$ cat src/hw/rtl/dcgts_pkg.sv
`default_nettype none
// ----------------------------------------------------------------------------
// dcgts_pkg
// shared types and constants of the dual-controller glcd transfer sequencer
// ----------------------------------------------------------------------------

package dcgts_pkg;

  // command bytes
  localparam logic [7:0] CMD_PAGE  = 8'hB8;
  localparam logic [7:0] CMD_ADDR  = 8'h40;
  localparam logic [7:0] ADDR_MASK = 8'h3F;
  localparam logic [7:0] PAGE_MASK = 8'h07;

  // request opcodes
  localparam logic OP_START = 1'b0;
  localparam logic OP_DATA  = 1'b1;

  // result status codes
  localparam logic [1:0] STATUS_OK    = 2'd0;
  localparam logic [1:0] STATUS_RANGE = 2'd1;
  localparam logic [1:0] STATUS_DROP  = 2'd2;

  // queue between front and back
  localparam int unsigned QUEUE_DEPTH = 4;
  localparam int unsigned QPTR_W      = $clog2(QUEUE_DEPTH);

  typedef enum logic [1:0] {
    KIND_DATA,
    KIND_RANGE_ERR,
    KIND_DROPPED
  } kind_t;

  typedef enum logic [1:0] {
    STEP_ADDR,
    STEP_PAGE,
    STEP_FINAL
  } step_t;

  // one classified request, ready for the bus sequencer
  typedef struct packed {
    logic       addr_due;
    logic       page_due;
    kind_t      kind;
    logic       right;
    logic       reads;
    logic [7:0] addr_cmd;
    logic [7:0] page_cmd;
    logic [7:0] data;
  } job_t;

endpackage

`default_nettype wire

$ cat src/hw/rtl/dcgts_front.sv
`default_nettype none
// ----------------------------------------------------------------------------
// dcgts_front
// accepts requests, tracks page and column, classifies each into a job
// ----------------------------------------------------------------------------

module dcgts_front #(
  parameter int unsigned COLUMNS_PER_CHIP = 64,
  parameter int unsigned PAGE_COUNT       = 8
) (
  input  wire logic            clk,
  input  wire logic            rst_n,
  input  wire logic            accept,
  input  wire logic            op,
  input  wire logic            read_not_write,
  input  wire logic [7:0]      start_page,
  input  wire logic [7:0]      start_column,
  input  wire logic [7:0]      data_byte,
  input  wire logic            end_of_transfer,
  output logic                 push,
  output dcgts_pkg::job_t      job
);

  localparam int unsigned COL_W  = $clog2(COLUMNS_PER_CHIP);
  localparam int unsigned PAGE_W = (PAGE_COUNT > 1) ? $clog2(PAGE_COUNT) : 1;

  logic [PAGE_W-1:0] page_r, page_nxt;
  logic [COL_W-1:0]  col_r, col_nxt;
  logic              right_r, right_nxt;
  logic              addr_due_r, addr_due_nxt;
  logic              page_due_r, page_due_nxt;
  logic              active_r, active_nxt;
  logic              reads_r, reads_nxt;

  logic              start_bad;
  logic              start_right;

  assign start_bad   = (start_page >= 8'(PAGE_COUNT)) ||
                       ({1'b0, start_column} >= 9'(2 * COLUMNS_PER_CHIP));
  assign start_right = (start_column >= 8'(COLUMNS_PER_CHIP));

  always_comb begin
    page_nxt     = page_r;
    col_nxt      = col_r;
    right_nxt    = right_r;
    addr_due_nxt = addr_due_r;
    page_due_nxt = page_due_r;
    active_nxt   = active_r;
    reads_nxt    = reads_r;
    push         = 1'b0;

    job          = '0;
    job.kind     = dcgts_pkg::KIND_DATA;
    job.addr_due = addr_due_r;
    job.page_due = page_due_r;
    job.right    = right_r;
    job.reads    = reads_r;
    job.addr_cmd = dcgts_pkg::CMD_ADDR | (8'(col_r) & dcgts_pkg::ADDR_MASK);
    job.page_cmd = dcgts_pkg::CMD_PAGE | (8'(page_r) & dcgts_pkg::PAGE_MASK);
    job.data     = reads_r ? 8'h00 : data_byte;

    if (accept) begin
      if (op == dcgts_pkg::OP_START) begin
        if (start_bad) begin
          active_nxt = 1'b0;
          push       = 1'b1;
          job        = '0;
          job.kind   = dcgts_pkg::KIND_RANGE_ERR;
        end else begin
          page_nxt     = PAGE_W'(start_page);
          right_nxt    = start_right;
          col_nxt      = start_right ? COL_W'(start_column - 8'(COLUMNS_PER_CHIP))
                                     : COL_W'(start_column);
          addr_due_nxt = 1'b1;
          page_due_nxt = 1'b1;
          active_nxt   = 1'b1;
          reads_nxt    = read_not_write;
        end
      end else if (!active_r) begin
        push     = 1'b1;
        job      = '0;
        job.kind = dcgts_pkg::KIND_DROPPED;
        if (end_of_transfer) begin
          active_nxt = 1'b0;
        end
      end else begin
        push         = 1'b1;
        addr_due_nxt = 1'b0;
        page_due_nxt = 1'b0;
        // column advance, half crossing and page wrap
        if (col_r == COL_W'(COLUMNS_PER_CHIP - 1)) begin
          col_nxt      = '0;
          addr_due_nxt = 1'b1;
          if (right_r) begin
            right_nxt    = 1'b0;
            page_due_nxt = 1'b1;
            if (page_r == PAGE_W'(PAGE_COUNT - 1)) begin
              active_nxt = 1'b0;
            end else begin
              page_nxt = page_r + 1'b1;
            end
          end else begin
            right_nxt = 1'b1;
          end
        end else begin
          col_nxt = col_r + 1'b1;
        end
        if (end_of_transfer) begin
          active_nxt = 1'b0;
        end
      end
    end
  end

  always_ff @(posedge clk) begin
    if (!rst_n) begin
      page_r     <= '0;
      col_r      <= '0;
      right_r    <= 1'b0;
      addr_due_r <= 1'b1;
      page_due_r <= 1'b1;
      active_r   <= 1'b0;
      reads_r    <= 1'b0;
    end else begin
      page_r     <= page_nxt;
      col_r      <= col_nxt;
      right_r    <= right_nxt;
      addr_due_r <= addr_due_nxt;
      page_due_r <= page_due_nxt;
      active_r   <= active_nxt;
      reads_r    <= reads_nxt;
    end
  end

endmodule

`default_nettype wire

$ cat src/hw/rtl/dcgts_queue.sv
`default_nettype none
// ----------------------------------------------------------------------------
// dcgts_queue
// short job queue between front and back
// ----------------------------------------------------------------------------

module dcgts_queue (
  input  wire logic             clk,
  input  wire logic             rst_n,
  input  wire logic             push,
  input  wire dcgts_pkg::job_t  push_job,
  input  wire logic             pop,
  output logic                  full,
  output logic                  head_valid,
  output dcgts_pkg::job_t       head_job
);

  dcgts_pkg::job_t                 mem_r [dcgts_pkg::QUEUE_DEPTH];
  logic [dcgts_pkg::QPTR_W-1:0]    wr_ptr_r, rd_ptr_r;
  logic [dcgts_pkg::QPTR_W:0]      count_r;
  logic                            do_push, do_pop;

  assign full       = (count_r == (dcgts_pkg::QPTR_W + 1)'(dcgts_pkg::QUEUE_DEPTH));
  assign head_valid = (count_r != '0);
  assign head_job   = mem_r[rd_ptr_r];
  assign do_push    = push && !full;
  assign do_pop     = pop && head_valid;

  always_ff @(posedge clk) begin
    if (do_push) begin
      mem_r[wr_ptr_r] <= push_job;
    end
  end

  always_ff @(posedge clk) begin
    if (!rst_n) begin
      wr_ptr_r <= '0;
      rd_ptr_r <= '0;
      count_r  <= '0;
    end else begin
      if (do_push) begin
        wr_ptr_r <= wr_ptr_r + 1'b1;
      end
      if (do_pop) begin
        rd_ptr_r <= rd_ptr_r + 1'b1;
      end
      case ({do_push, do_pop})
        2'b10:   count_r <= count_r + 1'b1;
        2'b01:   count_r <= count_r - 1'b1;
        default: count_r <= count_r;
      endcase
    end
  end

endmodule

`default_nettype wire

$ cat src/hw/rtl/dcgts_back.sv
`default_nettype none
// ----------------------------------------------------------------------------
// dcgts_back
// steps each job into the output register, one transaction per unstalled cycle
// ----------------------------------------------------------------------------

module dcgts_back (
  input  wire logic             clk,
  input  wire logic             rst_n,
  input  wire logic             invert_cs,
  input  wire logic             head_valid,
  input  wire dcgts_pkg::job_t  head_job,
  output logic                  pop,
  output logic                  out_valid,
  input  wire logic             out_stall,
  output logic                  out_register_select,
  output logic                  out_read_strobe,
  output logic                  out_select_left,
  output logic                  out_select_right,
  output logic [7:0]            out_bus_byte,
  output logic [1:0]            out_status,
  output logic                  out_last
);

  dcgts_pkg::step_t step_r, step_nxt;

  logic       valid_r;
  logic       rs_r, rd_r, left_r, right_r, last_r;
  logic [7:0] byte_r;
  logic [1:0] status_r;

  logic       load;
  logic       rs_c, rd_c, left_c, right_c, last_c;
  logic [7:0] byte_c;
  logic [1:0] status_c;
  logic       emit_addr, emit_page;

  assign load = head_valid && (!valid_r || !out_stall);

  always_comb begin
    emit_addr = 1'b0;
    emit_page = 1'b0;
    case (step_r)
      dcgts_pkg::STEP_ADDR: begin
        emit_addr = head_job.addr_due;
        emit_page = !head_job.addr_due && head_job.page_due;
      end
      dcgts_pkg::STEP_PAGE: begin
        emit_page = head_job.page_due;
      end
      dcgts_pkg::STEP_FINAL: begin
        emit_addr = 1'b0;
      end
      default: begin
        emit_addr = 1'b0;
      end
    endcase

    step_nxt = step_r;
    pop      = 1'b0;
    rs_c     = 1'b0;
    rd_c     = 1'b0;
    left_c   = 1'b0;
    right_c  = 1'b0;
    byte_c   = 8'h00;
    status_c = dcgts_pkg::STATUS_OK;
    last_c   = 1'b0;

    case (head_job.kind)
      dcgts_pkg::KIND_DATA: begin
        if (emit_addr) begin
          left_c   = !head_job.right;
          right_c  = head_job.right;
          byte_c   = head_job.addr_cmd;
          step_nxt = dcgts_pkg::STEP_PAGE;
        end else if (emit_page) begin
          left_c   = 1'b1;
          right_c  = 1'b1;
          byte_c   = head_job.page_cmd;
          step_nxt = dcgts_pkg::STEP_FINAL;
        end else begin
          rs_c     = 1'b1;
          rd_c     = head_job.reads;
          left_c   = !head_job.right;
          right_c  = head_job.right;
          byte_c   = head_job.data;
          last_c   = 1'b1;
          pop      = load;
          step_nxt = dcgts_pkg::STEP_ADDR;
        end
      end
      dcgts_pkg::KIND_RANGE_ERR: begin
        status_c = dcgts_pkg::STATUS_RANGE;
        last_c   = 1'b1;
        pop      = load;
        step_nxt = dcgts_pkg::STEP_ADDR;
      end
      default: begin
        status_c = dcgts_pkg::STATUS_DROP;
        last_c   = 1'b1;
        pop      = load;
        step_nxt = dcgts_pkg::STEP_ADDR;
      end
    endcase

    if (!load) begin
      step_nxt = step_r;
    end
  end

  always_ff @(posedge clk) begin
    if (!rst_n) begin
      step_r  <= dcgts_pkg::STEP_ADDR;
      valid_r <= 1'b0;
    end else begin
      step_r <= step_nxt;
      if (load) begin
        valid_r <= 1'b1;
      end else if (!out_stall) begin
        valid_r <= 1'b0;
      end
    end
  end

  always_ff @(posedge clk) begin
    if (load) begin
      rs_r     <= rs_c;
      rd_r     <= rd_c;
      left_r   <= left_c ^ invert_cs;
      right_r  <= right_c ^ invert_cs;
      byte_r   <= byte_c;
      status_r <= status_c;
      last_r   <= last_c;
    end
  end

  assign out_valid           = valid_r;
  assign out_register_select = rs_r;
  assign out_read_strobe     = rd_r;
  assign out_select_left     = left_r;
  assign out_select_right    = right_r;
  assign out_bus_byte        = byte_r;
  assign out_status          = status_r;
  assign out_last            = last_r;

endmodule

`default_nettype wire

$ cat src/hw/rtl/dual_chip_glcd_transfer_sequencer_core.sv
`default_nettype none
// ----------------------------------------------------------------------------
// dual_chip_glcd_transfer_sequencer_core
// turns byte transfer requests for a two-controller 128x64 glcd into a stream
// of bus transactions (set-address, set-page, data read or write)
// ----------------------------------------------------------------------------
//
//  channel  direction  handshake          carries
//  in_      input      in_valid/in_stall   start or data request
//  out_     output     out_valid/out_stall one bus transaction or status
//  cfg_     input      cfg_valid/cfg_ready chip select inversion bit
//
// throughput: a request is taken every cycle while the job queue has room; the
//   back end emits one result per cycle unless stalled; a data request
//   yields set-address and set-page when due, then data; a valid start none
// the output register rate (one transaction a cycle) sets sustained throughput
// reset: synchronous, active low; page, column and half return to zero,
//   both commands become due, no transfer active, chip selects active high
// stalls: in_stall rises only when the four-entry job queue is full;
//   out_stall holds the output register and the back end step

module dual_chip_glcd_transfer_sequencer_core #(
  parameter int unsigned COLUMNS_PER_CHIP = 64,
  parameter int unsigned PAGE_COUNT       = 8
) (
  input  wire logic       clk,
  input  wire logic       rst_n,

  // request channel
  input  wire logic       in_valid,
  output logic            in_stall,
  input  wire logic       in_op,
  input  wire logic       in_read_not_write,
  input  wire logic [7:0] in_start_page,
  input  wire logic [7:0] in_start_column,
  input  wire logic [7:0] in_data_byte,
  input  wire logic       in_end_of_transfer,

  // result channel
  output logic            out_valid,
  input  wire logic       out_stall,
  output logic            out_register_select,
  output logic            out_read_strobe,
  output logic            out_select_left,
  output logic            out_select_right,
  output logic [7:0]      out_bus_byte,
  output logic [1:0]      out_status,
  output logic            out_last,

  // configuration write
  input  wire logic       cfg_valid,
  output logic            cfg_ready,
  input  wire logic       cfg_data
);

  // chip select polarity register
  logic invert_cs_r;

  logic            accept;
  logic            q_full;
  logic            push;
  dcgts_pkg::job_t push_job;
  logic            pop;
  logic            head_valid;
  dcgts_pkg::job_t head_job;

  assign cfg_ready = 1'b1;

  always_ff @(posedge clk) begin
    if (!rst_n) begin
      invert_cs_r <= 1'b0;
    end else if (cfg_valid && cfg_ready) begin
      invert_cs_r <= cfg_data;
    end
  end

  // front stalls only on a full queue, never on the output side directly
  assign in_stall = q_full;
  assign accept   = in_valid && !in_stall;

  dcgts_front #(
    .COLUMNS_PER_CHIP (COLUMNS_PER_CHIP),
    .PAGE_COUNT       (PAGE_COUNT)
  ) u_front (
    .clk             (clk),
    .rst_n           (rst_n),
    .accept          (accept),
    .op              (in_op),
    .read_not_write  (in_read_not_write),
    .start_page      (in_start_page),
    .start_column    (in_start_column),
    .data_byte       (in_data_byte),
    .end_of_transfer (in_end_of_transfer),
    .push            (push),
    .job             (push_job)
  );

  dcgts_queue u_queue (
    .clk        (clk),
    .rst_n      (rst_n),
    .push       (push),
    .push_job   (push_job),
    .pop        (pop),
    .full       (q_full),
    .head_valid (head_valid),
    .head_job   (head_job)
  );

  dcgts_back u_back (
    .clk                 (clk),
    .rst_n               (rst_n),
    .invert_cs           (invert_cs_r),
    .head_valid          (head_valid),
    .head_job            (head_job),
    .pop                 (pop),
    .out_valid           (out_valid),
    .out_stall           (out_stall),
    .out_register_select (out_register_select),
    .out_read_strobe     (out_read_strobe),
    .out_select_left     (out_select_left),
    .out_select_right    (out_select_right),
    .out_bus_byte        (out_bus_byte),
    .out_status          (out_status),
    .out_last            (out_last)
  );

endmodule

`default_nettype wire

$ cat config.mk
export PLATFORM = sky130hd
export DESIGN_NAME = dual_chip_glcd_transfer_sequencer_core
export DESIGN_NICKNAME = d
export VERILOG_FILES = /design/src/hw/rtl/dcgts_pkg.sv /design/src/hw/rtl/dcgts_front.sv /design/src/hw/rtl/dcgts_queue.sv /design/src/hw/rtl/dcgts_back.sv /design/src/hw/rtl/dual_chip_glcd_transfer_sequencer_core.sv
export SDC_FILE = /design/constraint.sdc
export NUM_CORES = 1
export LEC_CHECK = 0
export BUFFER_PORTS_ARGS = -buffer_cell sky130_fd_sc_hd__buf_2
export CORE_MARGIN = 3
export CORE_UTILIZATION = 50
export CTS_CLUSTER_DIAMETER = 100
export CTS_CLUSTER_SIZE = 24
export DETAILED_ROUTE_END_ITERATION = 8
export PLACE_DENSITY = 0.76
export SYNTH_ARGS = -nofsm -noshare
export SYNTH_HDL_FRONTEND = slang
export SYNTH_SLANG_ARGS = --single-unit
$ cat constraint.sdc
create_clock -name clk -period 3.2 [get_ports clk]
set_input_delay 0.48 -clock clk [delete_from_list [all_inputs] [get_ports clk]]
set_output_delay 0.48 -clock clk [all_outputs]
set_load 0.02 [all_outputs]
==> impl_metrics.py, run 1 <==
metrics = {
    "worst_setup_path": {
        "critPathRequiredTime_ns": 3.49,
        "cp_max_fo": 11,
        "crit_type": "reg2reg",
        "cp-end-kind": "register",
        "arrival_ns": 3.23,
        "slowest_stage": "dfxtp_1",
        "r2r_end": "u_queue.count_r[2]$_SDFFE_PN0P_",
        "cp_cell_sequence": "mux2_2 -> a221oi_1 -> a21o_1 -> and2_1 -> nor2b_1 -> fa_1 -> a21boi_0 -> a22oi_1 -> mux2i_1",
        "cpPeakStageDelay_ns": 0.63,
        "ff2ff_path_depth": 9,
        "regToRegSetupSlack_ns": 0.26,
        "cp-start-kind": "register",
    },
    "clocking": {
        "post-cts-setup-buffer-count": 0,
        "numCtsBuffers": 17,
        "cts.clk_slew.worst_paths_ns": 0.06,
        "root_buffer": "clkbuf_16",
        "hold_buffers": 0,
        "cts_resized": 0,
        "numClockSinks": 138,
        "cts_buffer_depth": 2,
        "clock_latency_ns": 0.42,
        "cts_tree": "yes",
        "cts.htree.levels": 4,
    },
    "sta": {
        "slew_viol_final": 0,
        "rsz0062_at_grt": "false",
        "setup_viol": 0,
        "tightest_slew_ns": 0.713,
        "slew_headroom": 0.524,
        "max_freq_ghz": 0.340,
        "fin_crit_sh": 0.918,
        "finalCriticalPeriod_ns": 2.94,
        "skew_ns": 0.0155,
        "fin_setup_tns_ns": 0,
        "hold_viol": 0,
    },
    "final_layout": {
        "fillers": 850,
        "final_cell_mix": "edfxtp_1, buf_2, nor2_1, nand2_1, dfxtp_1",
        "fin_cells": 615,
        "diodes": 0,
        "final_common_cell": "edfxtp_1",
        "drive_gt1_frac": 0.261,
        "final_nets": 503,
        "synthToLayoutAreaGrowth_pct": 17.6,
    },
    "die": {
        "fp.coreArea_um2": 11100,
        "dieArea_um2": 12900,
        "dieWidth_um": 114,
        "num_rows": 38,
        "num_io_pins": 51,
        "start_util": 0.522,
        "die_height_um": 114,
    },
    "power_and_ir_drop": {
        "p_leak_uw": 0.00248,
        "powerDensity_nw_per_um2": 857,
        "max-vdd-ir-drop_mv": 0.452,
    },
    "synth": {
        "ys_warn_count": 0,
        "synthSimpleGateAreaFrac": 0.105,
        "synthAdderAreaFrac": 0.0186,
        "yosys_register_bits": 138,
        "synth_mux_area_frac": 0.0944,
        "synth_xor_area_frac": 0.0106,
        "synth_compound_area_frac": 0.0762,
        "synth_fp_nets": 439,
        "synth_seq_area_share": 0.670,
        "synth_area_per_cell_um2": 14.5,
        "synthFlopType": "edfxtp_1",
        "async_flop_share": 0,
        "ys_types": 52,
        "syn_inst": 398,
        "synth_top_family_by_area": "simple AND/OR/NAND/NOR gates",
        "synth-edff-count": 111,
        "syn_area_um2": 5780,
    },
    "placed_design": {
        "io_buffers": 49,
        "gp_congestion": 0.802,
        "placed_cells": 583,
        "hpwl_mm": 7.23,
    },
    "global_routing": {
        "grt_pass1_vias": 3575,
        "grt_overflow_total": 0,
        "grt_pass1_wl_mm": 18.5,
        "antenna_found_initial": 0,
        "grt_use_total": 0.189,
        "grt_max_degree": 25,
    },
    "routing": {
        "first_iter_violations": 248,
        "first_pass_iters": 4,
        "wl_per_cell_um": 18.1,
        "ant_nets": 0,
        "via_count": 3413,
        "drc": 0,
        "drt_wl_total_mm": 11.1,
        "via_per_inst": 5.55,
    },
    "run": {
        "drv_cap": 0,
    },
    "worst_hold_path": {
        "hp-start": "in_start_column[5]",
        "min_path_type": "in2reg",
        "holdPathEnd": "u_front.col_r[5]$_SDFFE_PN0P_",
        "hold_depth": 3,
    },
    "status": {
        "status": "completed",
    },
}
power by group:
group	switching (uW)	internal, uW
Sequential	124	2350
Combinational	892	607
Clock	722	1130
Total	1740	4090
sequential cells by signal, summed over array words and instances (netlist names), named ones only:
name / flops
u_back.step_r: 2
u_back.out_valid: 1
u_front.reads_r: 1
u_back.out_register_select: 1
u_front.page_due_r: 1
u_front.right_r: 1
u_back.out_select_right: 1
u_back.out_read_strobe: 1
u_queue.wr_ptr_r: 2
u_queue.rd_ptr_r: 2
u_queue.count_r: 3
u_back.out_last: 1
u_back.out_status: 2
u_front.page_r: 3
invert_cs_r: 1
u_back.out_bus_byte: 8
u_front.col_r: 6
u_front.addr_due_r: 1
u_back.out_select_left: 1
u_front.active_r: 1
u_queue.mem_r: 96
synth_stat cells (2+ instances only):
master    number  area share
a311oi_1       5      0.0076
inv_1         10      0.0065
and2_1        26       0.028
mux4_2        17       0.066
buf_4          2      0.0026
nor2b_1        7      0.0076
a31oi_1        2      0.0022
ha_1           7       0.015
nand2_1       29       0.019
a221oi_1       7       0.011
mux2i_1       14       0.024
a211o_1        2      0.0030
buf_1          2      0.0013
a22oi_1        5      0.0065
nand2b_1       5      0.0054
clkbuf_1       9      0.0058
nor3b_1        2      0.0026
xor2_1         2      0.0030
o21ai_0       15       0.013
mux2_2         2      0.0039
and3_1         2      0.0022
a22o_1         2      0.0030
xnor2_1        5      0.0076
dfxtp_1       27       0.094
buf_6          2      0.0039
edfxtp_1     111        0.58
a21oi_1       12       0.010
nor3_1         2      0.0017
buf_2          3      0.0026
nand4_1        2      0.0022
o221a_2        2      0.0039
nor2_1        29       0.019
nand3_1       10      0.0087
how the worst max path moves through the flow:
stage / startpoint / endpoint / slack [ns] / cells past startpoint
CTS: register / u_queue.count_r[2]$_SDFFE_PN0P_ / 0.29 / 9
global route: register / u_queue.count_r[2]$_SDFFE_PN0P_ / 0.08 / 9
floorplan: out_stall / u_queue.count_r[2]$_SDFFE_PN0P_ / 0.49 / 7
global placement: register / u_queue.count_r[2]$_SDFFE_PN0P_ / 0.57 / 9
detailed placement: register / u_queue.count_r[2]$_SDFFE_PN0P_ / 0.32 / 9
finish: register / u_queue.count_r[2]$_SDFFE_PN0P_ / 0.26 / 9
cell families after synthesis:
kind of cell    Yosys count
xor+xnor                  7
buf+inv                  30
compound gates           62
flops                   138
other cells               1
simple gates            119
fa+ha+maj                 8
mux                      33
per-layer routing:
metal  vias up  GRT usage  wire [um]
li1       1630          -          -
met1      1665      0.249       4790
met2       112      0.304       5630
met3         6     0.0541        641
met4         0     0.0673         64
met5         -          0          0
stage by stage:
stage	setup slack [ns]	power, uW	instance area [um^2]	utilization	hold slack [ns]
after floorplan	0.489	3570	5780	-	0.441
after global placement	0.565	3950	6210	0.561	0.461
after detailed placement	0.317	4020	6210	0.561	0.472
after CTS	0.292	5890	6800	0.614	0.286
after global routing	0.0840	6130	6800	0.614	0.332
final	0.262	5830	6800	0.614	0.304
critical path, delay by kind of cell, from the launching register on:
kind | cells | cell delay, ns
multiplexers | 2 | 0.54
adder cells (fa/ha/maj) | 1 | 0.22
flip-flops | 1 | 0.63
AND/OR/NAND/NOR | 2 | 0.47
AO/OA/AOI/OAI | 4 | 0.97
cell type report:
class,count,area [um^2],share of cell area
sequential,138,3870,0.570
clock buffer,21,503,0.0740
multi-input combinational,230,1770,0.260
inverter,12,45.0,0.00663
tap,140,175,0.0258
timing repair buffer,63,350,0.0515
clock inverter,11,80.1,0.0118
Note: power is estimated with default switching activity, not from simulation.
==> run 2, diff against run 1 <==
==> constraint.sdc (replaced) <==
create_clock -name clk -period 3.2 [get_ports clk]
set_input_delay 0.96 -clock clk [delete_from_list [all_inputs] [get_ports clk]]
set_output_delay 0.96 -clock clk [all_outputs]
set_load 0.02 [all_outputs]
==> run 2 against run 1 <==
Net effect: register-to-register slack better by 0.14 ns; clock power grew 5%; cell count stayed put; core utilization is 0.14 points higher; hold slack improved by 0.18 ns; maximum frequency up 4.9%; die area did not move; first-iteration DRC count up 4.8%; non-clock buffer count stayed put; critical path type unchanged; critical endpoint unchanged; highest routed layer unchanged.
==> impl_metrics.py, run 2 (synthesis gave the netlist of run 1 again) <==
metrics = {
    "placed_design": {
        "gp_congestion": 0.804,
        "placed_area_um2": 6210,
        "hpwl_mm": 6.95,
        "io_buffers": 49,
        "dp_slack_ns": 0.353,
    },
    "power_and_ir_drop": {
        "total_power_uw": 5910,
        "max-vdd-ir-drop_mv": 0.604,
        "powerDensity_nw_per_um2": 867,
        "p_leak_uw": 0.00248,
    },
    "worst_setup_path": {
        "crit_type": "reg2reg",
        "ff2ff_path_depth": 9,
        "slowest_stage": "dfxtp_1",
        "cp-start-kind": "register",
        "cp-end-kind": "register",
        "r2r_end": "u_queue.count_r[2]$_SDFFE_PN0P_",
        "regToRegSetupSlack_ns": 0.40,
        "cp_cell_sequence": "mux2_2 -> a221oi_1 -> a21o_1 -> and2_1 -> nor2b_1 -> fa_1 -> a21boi_0 -> a22oi_1 -> mux2i_1",
        "critPathRequiredTime_ns": 3.49,
        "arrival_ns": 3.09,
        "cp_max_fo": 11,
        "cpPeakStageDelay_ns": 0.63,
    },
    "sta": {
        "max_freq_ghz": 0.357,
        "rsz0062_at_grt": "false",
        "fin_setup_tns_ns": 0,
        "skew_ns": 0.00681,
        "hold_viol": 0,
        "tightest_slew_ns": 0.905,
        "fin_crit_sh": 0.875,
        "slew_headroom": 0.397,
        "slew_viol_final": 0,
        "finalCriticalPeriod_ns": 2.80,
        "setup_viol": 0,
        "layout_setup_ws_ns": 0.401,
    },
    "routing": {
        "dr_wl_met2_mm": 5.32,
        "ant_nets": 0,
        "met1_length_mm": 4.81,
        "first_iter_violations": 260,
        "via_per_inst": 5.63,
        "wl_per_cell_um": 17.8,
        "route.met3.wl_um": 630,
        "drc": 0,
        "drt_wl_total_mm": 11.0,
        "top_layer_used": "met4",
        "first_pass_iters": 5,
        "via_count": 3463,
    },
    "global_routing": {
        "antenna_found_initial": 0,
        "grt_use_total": 0.186,
        "grt_overflow_total": 0,
        "grt_pass1_wl_mm": 18.1,
        "grt_max_degree": 25,
        "grt_pass1_vias": 3516,
    },
    "clocking": {
        "root_buffer": "clkbuf_16",
        "numClockSinks": 138,
        "hold_buffers": 0,
        "numCtsBuffers": 17,
        "post-cts-setup-buffer-count": 0,
        "clock_latency_ns": 0.41,
        "cts_buffer_depth": 2,
        "cts.htree.levels": 4,
        "cts_tree": "yes",
        "cts_resized": 0,
        "cts.clk_slew.worst_paths_ns": 0.05,
    },
    "final_layout": {
        "finalInstanceArea_um2": 6810,
        "synthToLayoutAreaGrowth_pct": 17.9,
        "diodes": 0,
        "final_common_cell": "edfxtp_1",
        "drive_gt1_frac": 0.251,
        "final_util": 0.615,
        "regMostFlops": "u_queue.mem_r",
        "final_cell_mix": "edfxtp_1, buf_2, nor2_1, nand2_1, dfxtp_1",
        "final_nets": 503,
        "largest_reg_flops": 96,
    },
    "run": {
        "drv_cap": 0,
    },
    "die": {
        "num_rows": 38,
        "dieWidth_um": 114,
        "start_util": 0.522,
        "fp.coreArea_um2": 11100,
        "dieArea_um2": 12900,
        "die_height_um": 114,
        "num_io_pins": 51,
    },
    "worst_hold_path": {
        "holdPathEnd": "u_back.out_valid$_SDFFE_PN0P_",
        "min_path_type": "reg2reg",
        "hold_depth": 2,
        "hp-start": "u_back.out_valid$_SDFFE_PN0P_",
    },
    "status": {
        "status": "completed",
    },
}
## run 2: worst max path at each step
stage,depth (start not counted),end,slack (ns),start
global route,10,u_queue.count_r[2]$_SDFFE_PN0P_,0.15,register
detailed placement,7,u_queue.mem_r[1][6]$_DFFE_PP_,0.35,in_start_page[7]
global placement,10,u_queue.count_r[2]$_SDFFE_PN0P_,0.44,in_op
finish,9,u_queue.count_r[2]$_SDFFE_PN0P_,0.40,register
floorplan,7,u_queue.count_r[2]$_SDFFE_PN0P_,0.009,out_stall
CTS,10,u_queue.count_r[2]$_SDFFE_PN0P_,0.40,register
## run 2: layout make-up
cell class                      count  area (um^2)
Inverter                           12         45.0
Timing Repair Buffer               63          350
Multi-Input combinational cell    230         1770
Sequential cell                   138         3870
Fill cell                         813         4270
Tap cell                          140          175
Clock buffer                       24          482
Clock inverter                      8          116
## run 2: worst max-delay path: cells and delay by family, from the launching register on
family | cells | cell delay, ns
AOI/OAI and AO/OA | 4 | 0.87
DFF | 1 | 0.63
muxes | 2 | 0.54
and+or+nand+nor | 2 | 0.44
adders and majority gates | 1 | 0.20
## run 2: per-layer routing
layer / vias up / global-route usage
li1: 1631 / -
met1: 1704 / 0.248
met2: 111 / 0.294
met3: 17 / 0.0446
met4: 0 / 0.0785
met5: - / 0
## run 2: per-stage QoR
stage          hold slack, ns  instances
6_report                0.481        615
5_1_grt                 0.502        615
3_5_place_dp            0.466        583
2_1_floorplan           0.441        398
4_1_cts                 0.477        615
3_3_place_gp            0.464        583
## run 2: power breakdown
part           switching (uW)  internal, uW  total, uW
logic                     887           602       1490
clock network             662          1280       1940
registers                 125          2350       2480
